### config.mk
export PLATFORM = sky130hd
export DESIGN_NAME = moving_average_outlier_reject_core
export DESIGN_NICKNAME = d
export VERILOG_FILES = /design/src/rtl/core/mavor_pkg.sv /design/src/rtl/core/mavor_apb_regs.sv /design/src/rtl/core/mavor_ring.sv /design/src/rtl/core/mavor_pipe.sv /design/src/rtl/core/moving_average_outlier_reject_core.sv
export SDC_FILE = /design/constraint.sdc
export NUM_CORES = 2
export LEC_CHECK = 0
export ABC_AREA = 1
export ABC_CLOCK_PERIOD_IN_PS = 12150
export BUFFER_PORTS_ARGS = -buffer_cell sky130_fd_sc_hd__buf_2
export CAP_MARGIN = 10
export CORE_UTILIZATION = 69
export DETAILED_ROUTE_END_ITERATION = 7
export PLACE_DENSITY = 0.87
export SLEW_MARGIN = 20
export SYNTH_ARGS = -nofsm -noshare
export SYNTH_HDL_FRONTEND = slang
export SYNTH_SLANG_ARGS = --single-unit
### constraint.sdc
create_clock -name clk -period 12.15 [get_ports clk]
set_input_delay 0 -clock clk [delete_from_list [all_inputs] [get_ports clk]]
set_output_delay 0 -clock clk [all_outputs]
set_load 0.005 [all_outputs]
### src/rtl/core/mavor_pkg.sv
// Shared types, widths and register codes for the moving-average outlier filter.
package mavor_pkg;

	// Default ring depth handed to the top level.
	localparam int DEF_WINDOW = 16;

	// Fixed field widths.
	localparam int SAMPLE_W  = 16;
	localparam int OUT_W     = 17;
	localparam int RATE_W    = 16;
	localparam int OFFSET_W  = 16;
	localparam int TOL_SHIFT = 12;

	// Configuration port geometry.
	localparam int APB_ADDR_W = 4;
	localparam int APB_DATA_W = 32;

	// Register indexes, taken from paddr[3:2].
	localparam logic [1:0] REG_FILTER_ENABLE  = 2'd0;
	localparam logic [1:0] REG_RATE_TOLERANCE = 2'd1;
	localparam logic [1:0] REG_VALUE_OFFSET   = 2'd2;

	// Input word.
	typedef struct packed {
		logic signed [SAMPLE_W-1:0] sample;
		logic                       sample_invalid;
	} in_word_t;

	// Output word.
	typedef struct packed {
		logic signed [OUT_W-1:0] corrected_value;
		logic                    accepted;
	} out_word_t;

	// Configuration seen by the datapath.
	typedef struct packed {
		logic                       filter_enable;
		logic [RATE_W-1:0]          rate_tolerance;
		logic signed [OFFSET_W-1:0] value_offset;
	} cfg_t;

endpackage

### src/rtl/core/mavor_apb_regs.sv
// APB configuration registers for the moving-average outlier filter.
module mavor_apb_regs
	import mavor_pkg::*;
(
	input  logic                  clk,
	input  logic                  arst_n,
	input  logic                  psel,
	input  logic                  penable,
	input  logic                  pwrite,
	input  logic [APB_ADDR_W-1:0] paddr,
	input  logic [APB_DATA_W-1:0] pwdata,
	output logic [APB_DATA_W-1:0] prdata,
	output cfg_t                  cfg
);

	cfg_t       cfg_q;
	logic       wr_en;
	logic [1:0] reg_idx;

	assign reg_idx = paddr[3:2];
	assign wr_en   = psel && penable && pwrite;

	// Register writes in the access phase.
	always_ff @(posedge clk or negedge arst_n) begin
		if (!arst_n) begin
			cfg_q <= '0;
		end else if (wr_en) begin
			case (reg_idx)
				REG_FILTER_ENABLE: begin
					cfg_q.filter_enable <= pwdata[0];
				end
				REG_RATE_TOLERANCE: begin
					cfg_q.rate_tolerance <= pwdata[RATE_W-1:0];
				end
				REG_VALUE_OFFSET: begin
					cfg_q.value_offset <= $signed(pwdata[OFFSET_W-1:0]);
				end
				default: begin
					cfg_q <= cfg_q;
				end
			endcase
		end
	end

	// Read-back multiplexer.
	always_comb begin
		case (reg_idx)
			REG_FILTER_ENABLE:  prdata = {{(APB_DATA_W-1){1'b0}}, cfg_q.filter_enable};
			REG_RATE_TOLERANCE: prdata = {{(APB_DATA_W-RATE_W){1'b0}}, cfg_q.rate_tolerance};
			REG_VALUE_OFFSET:   prdata = {{(APB_DATA_W-OFFSET_W){1'b0}}, cfg_q.value_offset};
			default:            prdata = '0;
		endcase
	end

	assign cfg = cfg_q;

endmodule

### src/rtl/core/mavor_ring.sv
// History ring: single-port synchronous memory, read-before-write, registered read.
module mavor_ring
	import mavor_pkg::*;
#(
	parameter int DEPTH = DEF_WINDOW,
	parameter int PTR_W = 4
) (
	input  logic                clk,
	input  logic                en,
	input  logic [PTR_W-1:0]    addr,
	input  logic [SAMPLE_W-1:0] wdata,
	output logic [SAMPLE_W-1:0] rdata
);

	logic [SAMPLE_W-1:0] mem [DEPTH];
	logic [SAMPLE_W-1:0] rdata_q;

	// The read returns the entry being overwritten in the same cycle.
	always_ff @(posedge clk) begin
		if (en) begin
			rdata_q   <= mem[addr];
			mem[addr] <= wdata;
		end
	end

	assign rdata = rdata_q;

endmodule

### src/rtl/core/mavor_pipe.sv
// Filter pipeline: ring pointer and fill count, running sum, tolerance products, decision.
module mavor_pipe
	import mavor_pkg::*;
#(
	parameter int WINDOW = DEF_WINDOW,
	parameter int PTR_W  = 4,
	parameter int CNT_W  = 5,
	parameter int SUM_W  = 20
) (
	input  logic                clk,
	input  logic                arst_n,
	input  cfg_t                cfg,
	input  logic                in_valid,
	output logic                in_stall,
	input  in_word_t            in_data,
	output logic                out_valid,
	input  logic                out_stall,
	output out_word_t           out_data,
	output logic                ring_en,
	output logic [PTR_W-1:0]    ring_addr,
	output logic [SAMPLE_W-1:0] ring_wdata,
	input  logic [SAMPLE_W-1:0] ring_rdata
);

	localparam int PROD_W = SUM_W + RATE_W + 1;
	localparam int TOL_W  = PROD_W - TOL_SHIFT;
	localparam int CMP_W  = TOL_W + 1;
	localparam int LHS_W  = SAMPLE_W + CNT_W + 1;

	// Handshake enables, one per stage, and stage 0 control signals.
	logic en1, en2, en3, en_out, acc, chk0, full0;
	logic [CNT_W-1:0] n0;

	// Stage 0 state.
	logic [PTR_W-1:0] pos_q;
	logic [CNT_W-1:0] fill_q;
	logic signed [SUM_W-1:0] sum_q;

	// Stage 1.
	logic                       v_s1, chk_s1, ok_s1, full_s1;
	logic signed [SAMPLE_W-1:0] x_s1;
	logic [CNT_W-1:0]           n_s1;
	logic signed [SUM_W-1:0]    new_sum;

	// Stage 2.
	logic                       v_s2, chk_s2, ok_s2;
	logic signed [SAMPLE_W-1:0] x_s2;
	logic [CNT_W-1:0]           n_s2;
	logic signed [SUM_W-1:0]    sum_s2;

	// Stage 3.
	logic                       v_s3, chk_s3, ok_s3;
	logic signed [SAMPLE_W-1:0] x_s3;
	logic signed [SUM_W-1:0]    sum_s3;
	logic signed [PROD_W-1:0]   prod_s3;
	logic signed [LHS_W-1:0]    lhs_s3;

	// Decision.
	logic signed [TOL_W-1:0] tol;
	logic signed [CMP_W-1:0] lo, hi, lhs_x, sum_x, tol_x;
	logic                    pass;
	logic                    out_valid_q;
	out_word_t               out_q;

	// Each stage moves when it is empty or the one after it moves.
	assign en_out   = !out_valid_q || !out_stall;
	assign en3      = !v_s3 || en_out;
	assign en2      = !v_s2 || en3;
	assign en1      = !v_s1 || en2;
	assign in_stall = !en1;
	assign acc      = in_valid && en1;

	// Only valid samples with the filter on touch the ring.
	assign chk0  = !in_data.sample_invalid && cfg.filter_enable;
	assign full0 = (fill_q == CNT_W'(WINDOW));
	assign n0    = full0 ? fill_q : fill_q + 1'b1;

	assign ring_en    = acc && chk0;
	assign ring_addr  = pos_q;
	assign ring_wdata = in_data.sample;

	// Write pointer and fill count advance as a checked sample enters.
	always_ff @(posedge clk or negedge arst_n) begin
		if (!arst_n) begin
			pos_q  <= '0;
			fill_q <= '0;
		end else if (ring_en) begin
			pos_q  <= (pos_q == PTR_W'(WINDOW - 1)) ? '0 : pos_q + 1'b1;
			fill_q <= n0;
		end
	end

	// Stage 1 capture; the ring read data arrives alongside.
	always_ff @(posedge clk or negedge arst_n) begin
		if (!arst_n) begin
			v_s1 <= 1'b0;
		end else if (en1) begin
			v_s1 <= in_valid;
		end
	end

	always_ff @(posedge clk) begin
		if (acc) begin
			x_s1    <= in_data.sample;
			chk_s1  <= chk0;
			ok_s1   <= !in_data.sample_invalid;
			full_s1 <= full0;
			n_s1    <= n0;
		end
	end

	// Running sum: drop the overwritten entry once full, add the new sample.
	always_comb begin
		new_sum = sum_q + SUM_W'(x_s1);
		if (full_s1) begin
			new_sum = new_sum - SUM_W'($signed(ring_rdata));
		end
	end

	always_ff @(posedge clk or negedge arst_n) begin
		if (!arst_n) begin
			sum_q <= '0;
		end else if (en2 && v_s1 && chk_s1) begin
			sum_q <= new_sum;
		end
	end

	// Stage 2 capture.
	always_ff @(posedge clk or negedge arst_n) begin
		if (!arst_n) begin
			v_s2 <= 1'b0;
		end else if (en2) begin
			v_s2 <= v_s1;
		end
	end

	always_ff @(posedge clk) begin
		if (en2) begin
			sum_s2 <= new_sum;
			x_s2   <= x_s1;
			n_s2   <= n_s1;
			chk_s2 <= chk_s1;
			ok_s2  <= ok_s1;
		end
	end

	// Stage 3: tolerance product and scaled sample, both registered.
	always_ff @(posedge clk or negedge arst_n) begin
		if (!arst_n) begin
			v_s3 <= 1'b0;
		end else if (en3) begin
			v_s3 <= v_s2;
		end
	end

	always_ff @(posedge clk) begin
		if (en3) begin
			prod_s3 <= PROD_W'(sum_s2) * PROD_W'($signed({1'b0, cfg.rate_tolerance}));
			lhs_s3  <= LHS_W'(x_s2) * LHS_W'($signed({1'b0, n_s2}));
			sum_s3  <= sum_s2;
			x_s3    <= x_s2;
			chk_s3  <= chk_s2;
			ok_s3   <= ok_s2;
		end
	end

	// Floor shift of the product, then the band check around the sum.
	always_comb begin
		tol   = prod_s3[PROD_W-1:TOL_SHIFT];
		tol_x = CMP_W'(tol);
		sum_x = CMP_W'(sum_s3);
		lhs_x = CMP_W'(lhs_s3);
		lo    = sum_x - tol_x;
		hi    = sum_x + tol_x;
		pass  = !chk_s3 || !((lhs_x < lo) || (lhs_x > hi));
	end

	// Output register.
	always_ff @(posedge clk or negedge arst_n) begin
		if (!arst_n) begin
			out_valid_q <= 1'b0;
		end else if (en_out) begin
			out_valid_q <= v_s3;
		end
	end

	always_ff @(posedge clk) begin
		if (en_out) begin
			out_q.accepted <= ok_s3 && pass;
			if (ok_s3 && pass) begin
				out_q.corrected_value <= OUT_W'(x_s3) + OUT_W'(cfg.value_offset);
			end else begin
				out_q.corrected_value <= '0;
			end
		end
	end

	assign out_valid = out_valid_q;
	assign out_data  = out_q;

endmodule

### src/rtl/core/moving_average_outlier_reject_core.sv
// Each accepted word passes stage 1, stage 2, stage 3 and the output register.
// One word per cycle unless stalled; a checked word reads and writes one ring address.
// Back-pressure ripples stage by stage, so bubbles are filled while the output is held.
// Reset (arst_n low): pointer, fill count, running sum, registers and valids clear.
// History memory is not cleared; a read entry is only used once it has been written.
module moving_average_outlier_reject_core
	import mavor_pkg::*;
#(
	parameter int WINDOW = DEF_WINDOW
) (
	input  logic                  clk,
	input  logic                  arst_n,
	input  logic                  psel,
	input  logic                  penable,
	input  logic                  pwrite,
	input  logic [APB_ADDR_W-1:0] paddr,
	input  logic [APB_DATA_W-1:0] pwdata,
	output logic [APB_DATA_W-1:0] prdata,
	output logic                  pready,
	input  logic                  in_valid,
	output logic                  in_stall,
	input  in_word_t              in_data,
	output logic                  out_valid,
	input  logic                  out_stall,
	output out_word_t             out_data
);

	localparam int PTR_W = (WINDOW > 1) ? $clog2(WINDOW) : 1;
	localparam int CNT_W = $clog2(WINDOW + 1);
	localparam int SUM_W = SAMPLE_W + $clog2(WINDOW);

	cfg_t                cfg;
	logic                ring_en;
	logic [PTR_W-1:0]    ring_addr;
	logic [SAMPLE_W-1:0] ring_wdata;
	logic [SAMPLE_W-1:0] ring_rdata;

	assign pready = 1'b1;

	// Configuration registers.
	mavor_apb_regs u_regs (
		.clk    (clk),
		.arst_n (arst_n),
		.psel   (psel),
		.penable(penable),
		.pwrite (pwrite),
		.paddr  (paddr),
		.pwdata (pwdata),
		.prdata (prdata),
		.cfg    (cfg)
	);

	// History memory.
	mavor_ring #(
		.DEPTH(WINDOW),
		.PTR_W(PTR_W)
	) u_ring (
		.clk  (clk),
		.en   (ring_en),
		.addr (ring_addr),
		.wdata(ring_wdata),
		.rdata(ring_rdata)
	);

	// Filter pipeline.
	mavor_pipe #(
		.WINDOW(WINDOW),
		.PTR_W (PTR_W),
		.CNT_W (CNT_W),
		.SUM_W (SUM_W)
	) u_pipe (
		.clk       (clk),
		.arst_n    (arst_n),
		.cfg       (cfg),
		.in_valid  (in_valid),
		.in_stall  (in_stall),
		.in_data   (in_data),
		.out_valid (out_valid),
		.out_stall (out_stall),
		.out_data  (out_data),
		.ring_en   (ring_en),
		.ring_addr (ring_addr),
		.ring_wdata(ring_wdata),
		.ring_rdata(ring_rdata)
	);

endmodule

# ---- Word level (Yosys, flattened, before mapping)
# Memory sizes are Yosys's and may differ from the RTL's. A register that Yosys moved wholly into a read port is not among the register bits.
# Cells that the tools add are included.
dict set report word_totals {
  register_bits 248
  mem_bits_rw 256
  input_bits 60
  out_inout_bits 53
  elab_cells 77
  mem_count 1
}
dict set report classes {
  add_sub_neg 7
  n_mul 2
  n_lt_le_gt_ge 2
  eq_ne 4
  n_mux 6
  n_reduce_logical 27
}
# memory depth word_bits rd rd_ports_with_merged_regs write_ports line
set mem_list {}
lappend mem_list {u_ring.mem 16 16 1 1 1 mavor_ring.sv:15} ;# logic [SAMPLE_W-1:0] mem [DEPTH];
# cell count
set op_table {}
lappend op_table {{16-bit one-hot mux with 3 select lines} 1}
lappend op_table {{20-bit by 17-bit multiplier with 37-bit output} 1}
lappend op_table {{20-bit by 25-bit adder with 26-bit output} 1}
lappend op_table {{22-bit by 26-bit > comparator with 1-bit output} 1}
lappend op_table {{22-bit by 26-bit less-than comparator with 1-bit output} 1}
lappend op_table {{20-bit by 25-bit subtractor with 26-bit output} 1}
lappend op_table {{16-bit by 6-bit multiplier with 22-bit output} 1}
lappend op_table {{20-bit by 16-bit adder with 20-bit output} 1}
lappend op_table {{20-bit two-way mux} 1}
lappend op_table {{20-bit by 16-bit subtractor with 20-bit output} 1}
lappend op_table {{16-bit by 16-bit adder with 17-bit output} 1}
lappend op_table {{1-bit logical NOT} 9}
lappend op_table {{1-bit logical AND} 8}
lappend op_table {{1-bit logical OR} 6}
lappend op_table {{2-bit AND reduction} 3}
lappend op_table {{5-bit by 1-bit adder with 5-bit output (second input constant)} 1}
lappend op_table {{5-bit equality test (second input constant)} 1}
lappend op_table {{5-bit two-way mux} 1}
lappend op_table {{4-bit by 1-bit adder with 4-bit output (second input constant)} 1}
lappend op_table {{4-bit equality test (second input constant)} 1}
lappend op_table {{4-bit two-way mux} 1}
lappend op_table {{2-bit by 1-bit equality test with 1-bit output (second input constant)} 1}
lappend op_table {{2-bit equality test (second input constant)} 1}
lappend op_table {{2-bit logical NOT} 1}
lappend op_table {{1-bit two-way mux} 2}

# ---- Logic depth before layout (Yosys ltp)
dict set report depth {
  word_depth 9
  mapped_depth 29
  mapped_depth_nobuf 27
}

# ---- Hierarchy
# A second synthesis with hierarchy kept.
dict set report hier_totals {
  cells_unflattened 4912
  hier_area_um2 42309.3
}
# mod instances cells_each area_each_um2 seq_area_each_um2
set modules_own_cells {}
lappend modules_own_cells {mavor_pipe 1 3620 29295.6 5930.7}
lappend modules_own_cells {mavor_ring 1 1070 11312.1 8167.8}
lappend modules_own_cells {mavor_apb_regs 1 220 1690.4 825.8}
lappend modules_own_cells {moving_average_outlier_reject_core 1 2 11.3 0.0}

# ---- Worst setup path before layout
# Ideal clock, no wire load.
dict set report synth_timing {
  kind {reg-to-reg}
  start {register u_pipe.sum_s2[19]}
  end {register u_pipe.prod_s3[36], data pin}
  setup_time_ps 252
  arrival_ps 5569
  t_required_ps 11898
  slack_ps 6328
  path_stages_with_launch 22
  n_path_buf 2
  period_less_slack_ps 5822
  cell_sequence {edfxtp_1 -> clkbuf_1 -> clkbuf_1 -> nand2_1 -> fa_1 -> fa_1 -> inv_1 -> fa_1 -> fa_1 -> fa_1 -> inv_1 -> fa_1 -> inv_1 -> ha_1 -> a21oi_1 -> nor2_1 -> nor2_1 -> nor2_1 -> a2111oi_0 -> nand2_1 -> nand2_1 -> nand2_1}
}
dict set report synth_between {
  elab_chain_len 1
}
# item line
set synth_lines {}
lappend synth_lines {{start: declaration} mavor_pipe.sv:49} ;# logic signed [SUM_W-1:0] sum_s2;
lappend synth_lines {{start signal: assignment} mavor_pipe.sv:139} ;# sum_s2 <= new_sum;
lappend synth_lines {{20-bit by 17-bit multiplier with 37-bit output} mavor_pipe.sv:158} ;# prod_s3 <= PROD_W'(sum_s2) * PROD_W'($signed({1'b0, cfg.rate_tolerance}));
lappend synth_lines {{end signal: assignment} mavor_pipe.sv:158}
lappend synth_lines {{end: declaration} mavor_pipe.sv:55} ;# logic signed [PROD_W-1:0] prod_s3;
# No other way between the ends.
# A chain may end at the register's enable or synchronous reset.

# ---- Worst setup path after layout
# Ends and elaborated chain as after synthesis.

==> impl_metrics.json <==
{
  "worstPathRequired_ns": 12.48,
  "status": "finished, final reports clean",
  "cts_sinks": 508,
  "first_pass_iters": 6,
  "synth_top_area_cell": "edfxtp_1",
  "syn_inst": 4605,
  "syn_avg_cell_area_um2": 8.96,
  "grtUsageTotal_pct": 36.0,
  "synth_top_area_share_pct": 32.2,
  "path_class": "flip-flop to flip-flop",
  "drive_gt1_share_pct": 5.36,
  "whs_endpoint": "u_regs.cfg[5]",
  "grt_max_degree": 78,
  "grt_use_met2_pct": 62.0,
  "synth_flop_cell": "edfxtp_1",
  "dr_total_vias": 32000,
  "cp.depth": 19,
  "r2r_start": "u_pipe.sum_s2[19]",
  "reg2reg_to": "u_pipe.prod_s3[36]",
  "area_delta_synth_final_pct": 7.32,
  "h-tree-depth": 2,
  "post_cts_buffers": 0,
  "worst_ep_arrival_time_ns": 7.06,
  "met3_usage_pct": 5.38,
  "clock_skew_ns": 0.0538,
  "cts_buffers": 51,
  "whs_path_depth": 5,
  "synth-edff-count": 442,
  "layout_min_cycle_time_ns": 6.73,
  "synthArstFlopShare_pct": 13.0,
  "worst_pin_slew_ns": 1.13,
  "drc_errors": 0,
  "routed_wirelength_um": 107000,
  "min-delay-start": "pwrite",
  "root_buffer": "clkbuf_16",
  "synth_area_um2": 41300,
  "synth-seq-cells": 508,
  "path_cells": "nand2_1, fa_1, fa_1, inv_1, fa_1, fa_1, fa_1, inv_1, fa_1, inv_1, ha_1, a21oi_1, nor2_1, nor2_1, nor2_1, a2111oi_0, nand2_1, nand2_1, nand2_1",
  "final-max-slew-violation-count": 0,
  "clk_latency_ns": 0.62,
  "ant_nets": 0,
  "worstPathMaxFanout": 17,
  "hold_path.class": "input port to flip-flop",
  "cts_buffer_depth": 3,
  "critical_path.max_stage_delay_ns": 0.87,
  "post_drt_wl_per_cell_um": 19.5,
  "crit_slowest_cell": "edfxtp_1",
  "cts_hold_repair.buffers": 39,
  "io_pins": 113,
  "core.rowCount": 89,
  "maxCapViolCount": 0,
  "nNetsFinal": 5386,
  "setup_viol": 0,
  "die_h_um": 247,
  "grt_pass1_wl_um": 169000,
  "reg2reg_slack_ns": 5.42,
  "cts_resized": 0,
  "rsz0062_at_grt": "no",
  "gr-total-overflow": 0,
  "hpwl_um": 78000,
  "slew_headroom_pct": 24.8,
  "via_per_inst": 5.84,
  "yosys_warnings": 0,
  "crit_top_cell": "fa_1",
  "path_clk_slew_ns": 0.06,
  "grt_pass1_vias": 32300,
  "setup_tns_ns": 0,
  "antenna_found_initial": 4,
  "die_x_um": 247,
  "path_buf_inv": 3,
  "ys_seq_area_share_pct": 36.2,
  "fill_cells": 4029,
  "critPathTopFamily": "adder cells",
  "busiest_layer": "met2",
  "initial_utilization_pct": 69.9,
  "cts_tree": "done",
  "setup.worst_path.end_class": "flip-flop",
  "fp.dieArea_um2": 60800,
  "startpoint_type": "flip-flop",
  "max_freq_mhz": 149,
  "io_buffers": 77,
  "r2r_cells": 19,
  "grtUsageMet1_pct": 44.7,
  "post-route-period-util_pct": 55.4,
  "coreArea_um2": 59000,
  "gp_congestion": 1.00,
  "synth_area_leaders": "edfxtp_1, fa_1, nand2_1",
  "drt-initial-drc-count": 3118,
  "synthDistinctLibCells": 55,
  "finalHoldViolCount": 0
}
layer usage:
| layer | vias to the layer above | part of all wire, % |
|---|---|---|
| met2 | 1587 | 50 |
| met3 | 313 | 8.0 |
| met5 | - | 0.012 |
| li1 | 14700 | - |
| met4 | 2 | 4.9 |
| met1 | 15400 | 37 |
tightest hold or removal path, stage by stage:
cell     delay [ns]
buf_2          0.09
nand3_1        0.19
nor2_4         0.19
nand2_1        0.09
o21ai_0        0.06
final cells by class:
| class | count | area [um^2] | area share, % |
|---|---|---|---|
| sequential | 508 | 14900 | 33.7 |
| antenna | 1 | 2.50 | 0.00565 |
| inverter | 931 | 3500 | 7.90 |
| multi-input combinational | 3008 | 22200 | 50.0 |
| clock inverter | 30 | 245 | 0.554 |
| tap | 773 | 967 | 2.18 |
| clock buffer | 66 | 1380 | 3.12 |
| timing repair buffer | 160 | 1110 | 2.50 |
state kept, by name (all words and copies together) (netlist names), 18 cells and up:
name / flops
u_regs.cfg: 33
u_pipe.out_data: 18
u_pipe.sum_q: 20
u_pipe.lhs_s3: 22
u_ring.mem: 256
u_pipe.sum_s3: 20
u_pipe.sum_s2: 20
u_pipe.prod_s3: 25
synthesized netlist by cell type (20+ instances only):
master,number
nand2_1,1025
a21oi_1,167
o22ai_1,79
fa_1,373
clkbuf_1,131
inv_1,921
xor2_1,90
dfrtp_1,66
xnor2_1,33
o21ai_1,22
a21o_1,20
o21ai_0,235
nand4_1,45
buf_2,20
nand3_1,130
nor2_1,314
edfxtp_1,442
ha_1,293
nor3_1,27
cells in the final DEF (no fill, tap or decap), types with 6 or more instances in the layout:
cell | synthesis | final
clkinv_2 | 1 | 11
o21ai_0 | 235 | 235
edfxtp_1 | 442 | 442
a21o_1 | 20 | 20
o21ai_2 | 8 | 8
nor3_1 | 27 | 27
dfrtp_1 | 66 | 65
and2_1 | 9 | 9
ha_1 | 293 | 293
conb_1 | 2 | 17
nand3_1 | 130 | 130
clkinvlp_4 | 0 | 7
o22ai_1 | 79 | 79
o21bai_1 | 19 | 19
clkbuf_16 | 0 | 52
nand2_2 | 6 | 6
o21ai_1 | 22 | 22
clkinv_1 | 2 | 12
buf_4 | 19 | 45
buf_2 | 20 | 76
fa_1 | 373 | 373
clkbuf_1 | 131 | 11
nor4_1 | 8 | 8
xnor2_1 | 33 | 33
inv_1 | 921 | 918
nand2_1 | 1025 | 1025
inv_2 | 7 | 7
xor2_1 | 90 | 90
nor2_1 | 314 | 312
a21oi_1 | 167 | 167
dlygate4sd3_1 | 0 | 39
nand4_1 | 45 | 45
a31oi_1 | 19 | 19
nor2_2 | 13 | 13
how the worst max path moves through the flow:
| stage | from | end | slack (ns) |
|---|---|---|---|
| 6_report | u_pipe.sum_s2[19] | u_pipe.prod_s3[36] | 5.42 |
| 2_1_floorplan | u_pipe.sum_s2[19] | u_pipe.prod_s3[36] | 6.33 |
| 3_3_place_gp | u_pipe.sum_s2[19] | u_pipe.prod_s3[36] | 5.58 |
| 3_5_place_dp | u_pipe.sum_s2[19] | u_pipe.prod_s3[36] | 5.50 |
| 5_1_grt | u_pipe.sum_s2[19] | u_pipe.prod_s3[36] | 5.01 |
| 4_1_cts | u_pipe.sum_s2[19] | u_pipe.prod_s3[36] | 5.47 |
cell families (layout without fill, tap and decap cells):
group | Yosys count | after routing | synth area share (%)
simple gates | 1598 | 1598 | 15.7
flops | 508 | 508 | 36.2
fa+ha+maj | 666 | 666 | 27.0
other cells | 2 | 18 | 0.0182
compound gates | 604 | 604 | 8.19
xor+xnor | 123 | 123 | 2.61
buf+inv | 1104 | 1187 | 10.3
through the flow:
stage	setup WS, ns	hold slack [ns]	util [%]	cell area, um^2	instances
finish	5.42	0.0691	75.1	44300	5477
global route	5.01	0.0979	75.1	44300	5477
global placement	5.58	0.206	71.6	42300	5341
detailed placement	5.50	0.200	71.6	42300	5341
floorplan	6.33	-0.296	-	41300	4620
CTS	5.47	0.00364	75.0	44300	5476
Power is not shown: default switching activity piles up to over one toggle a cycle in this logic, so the estimate is an artifact.
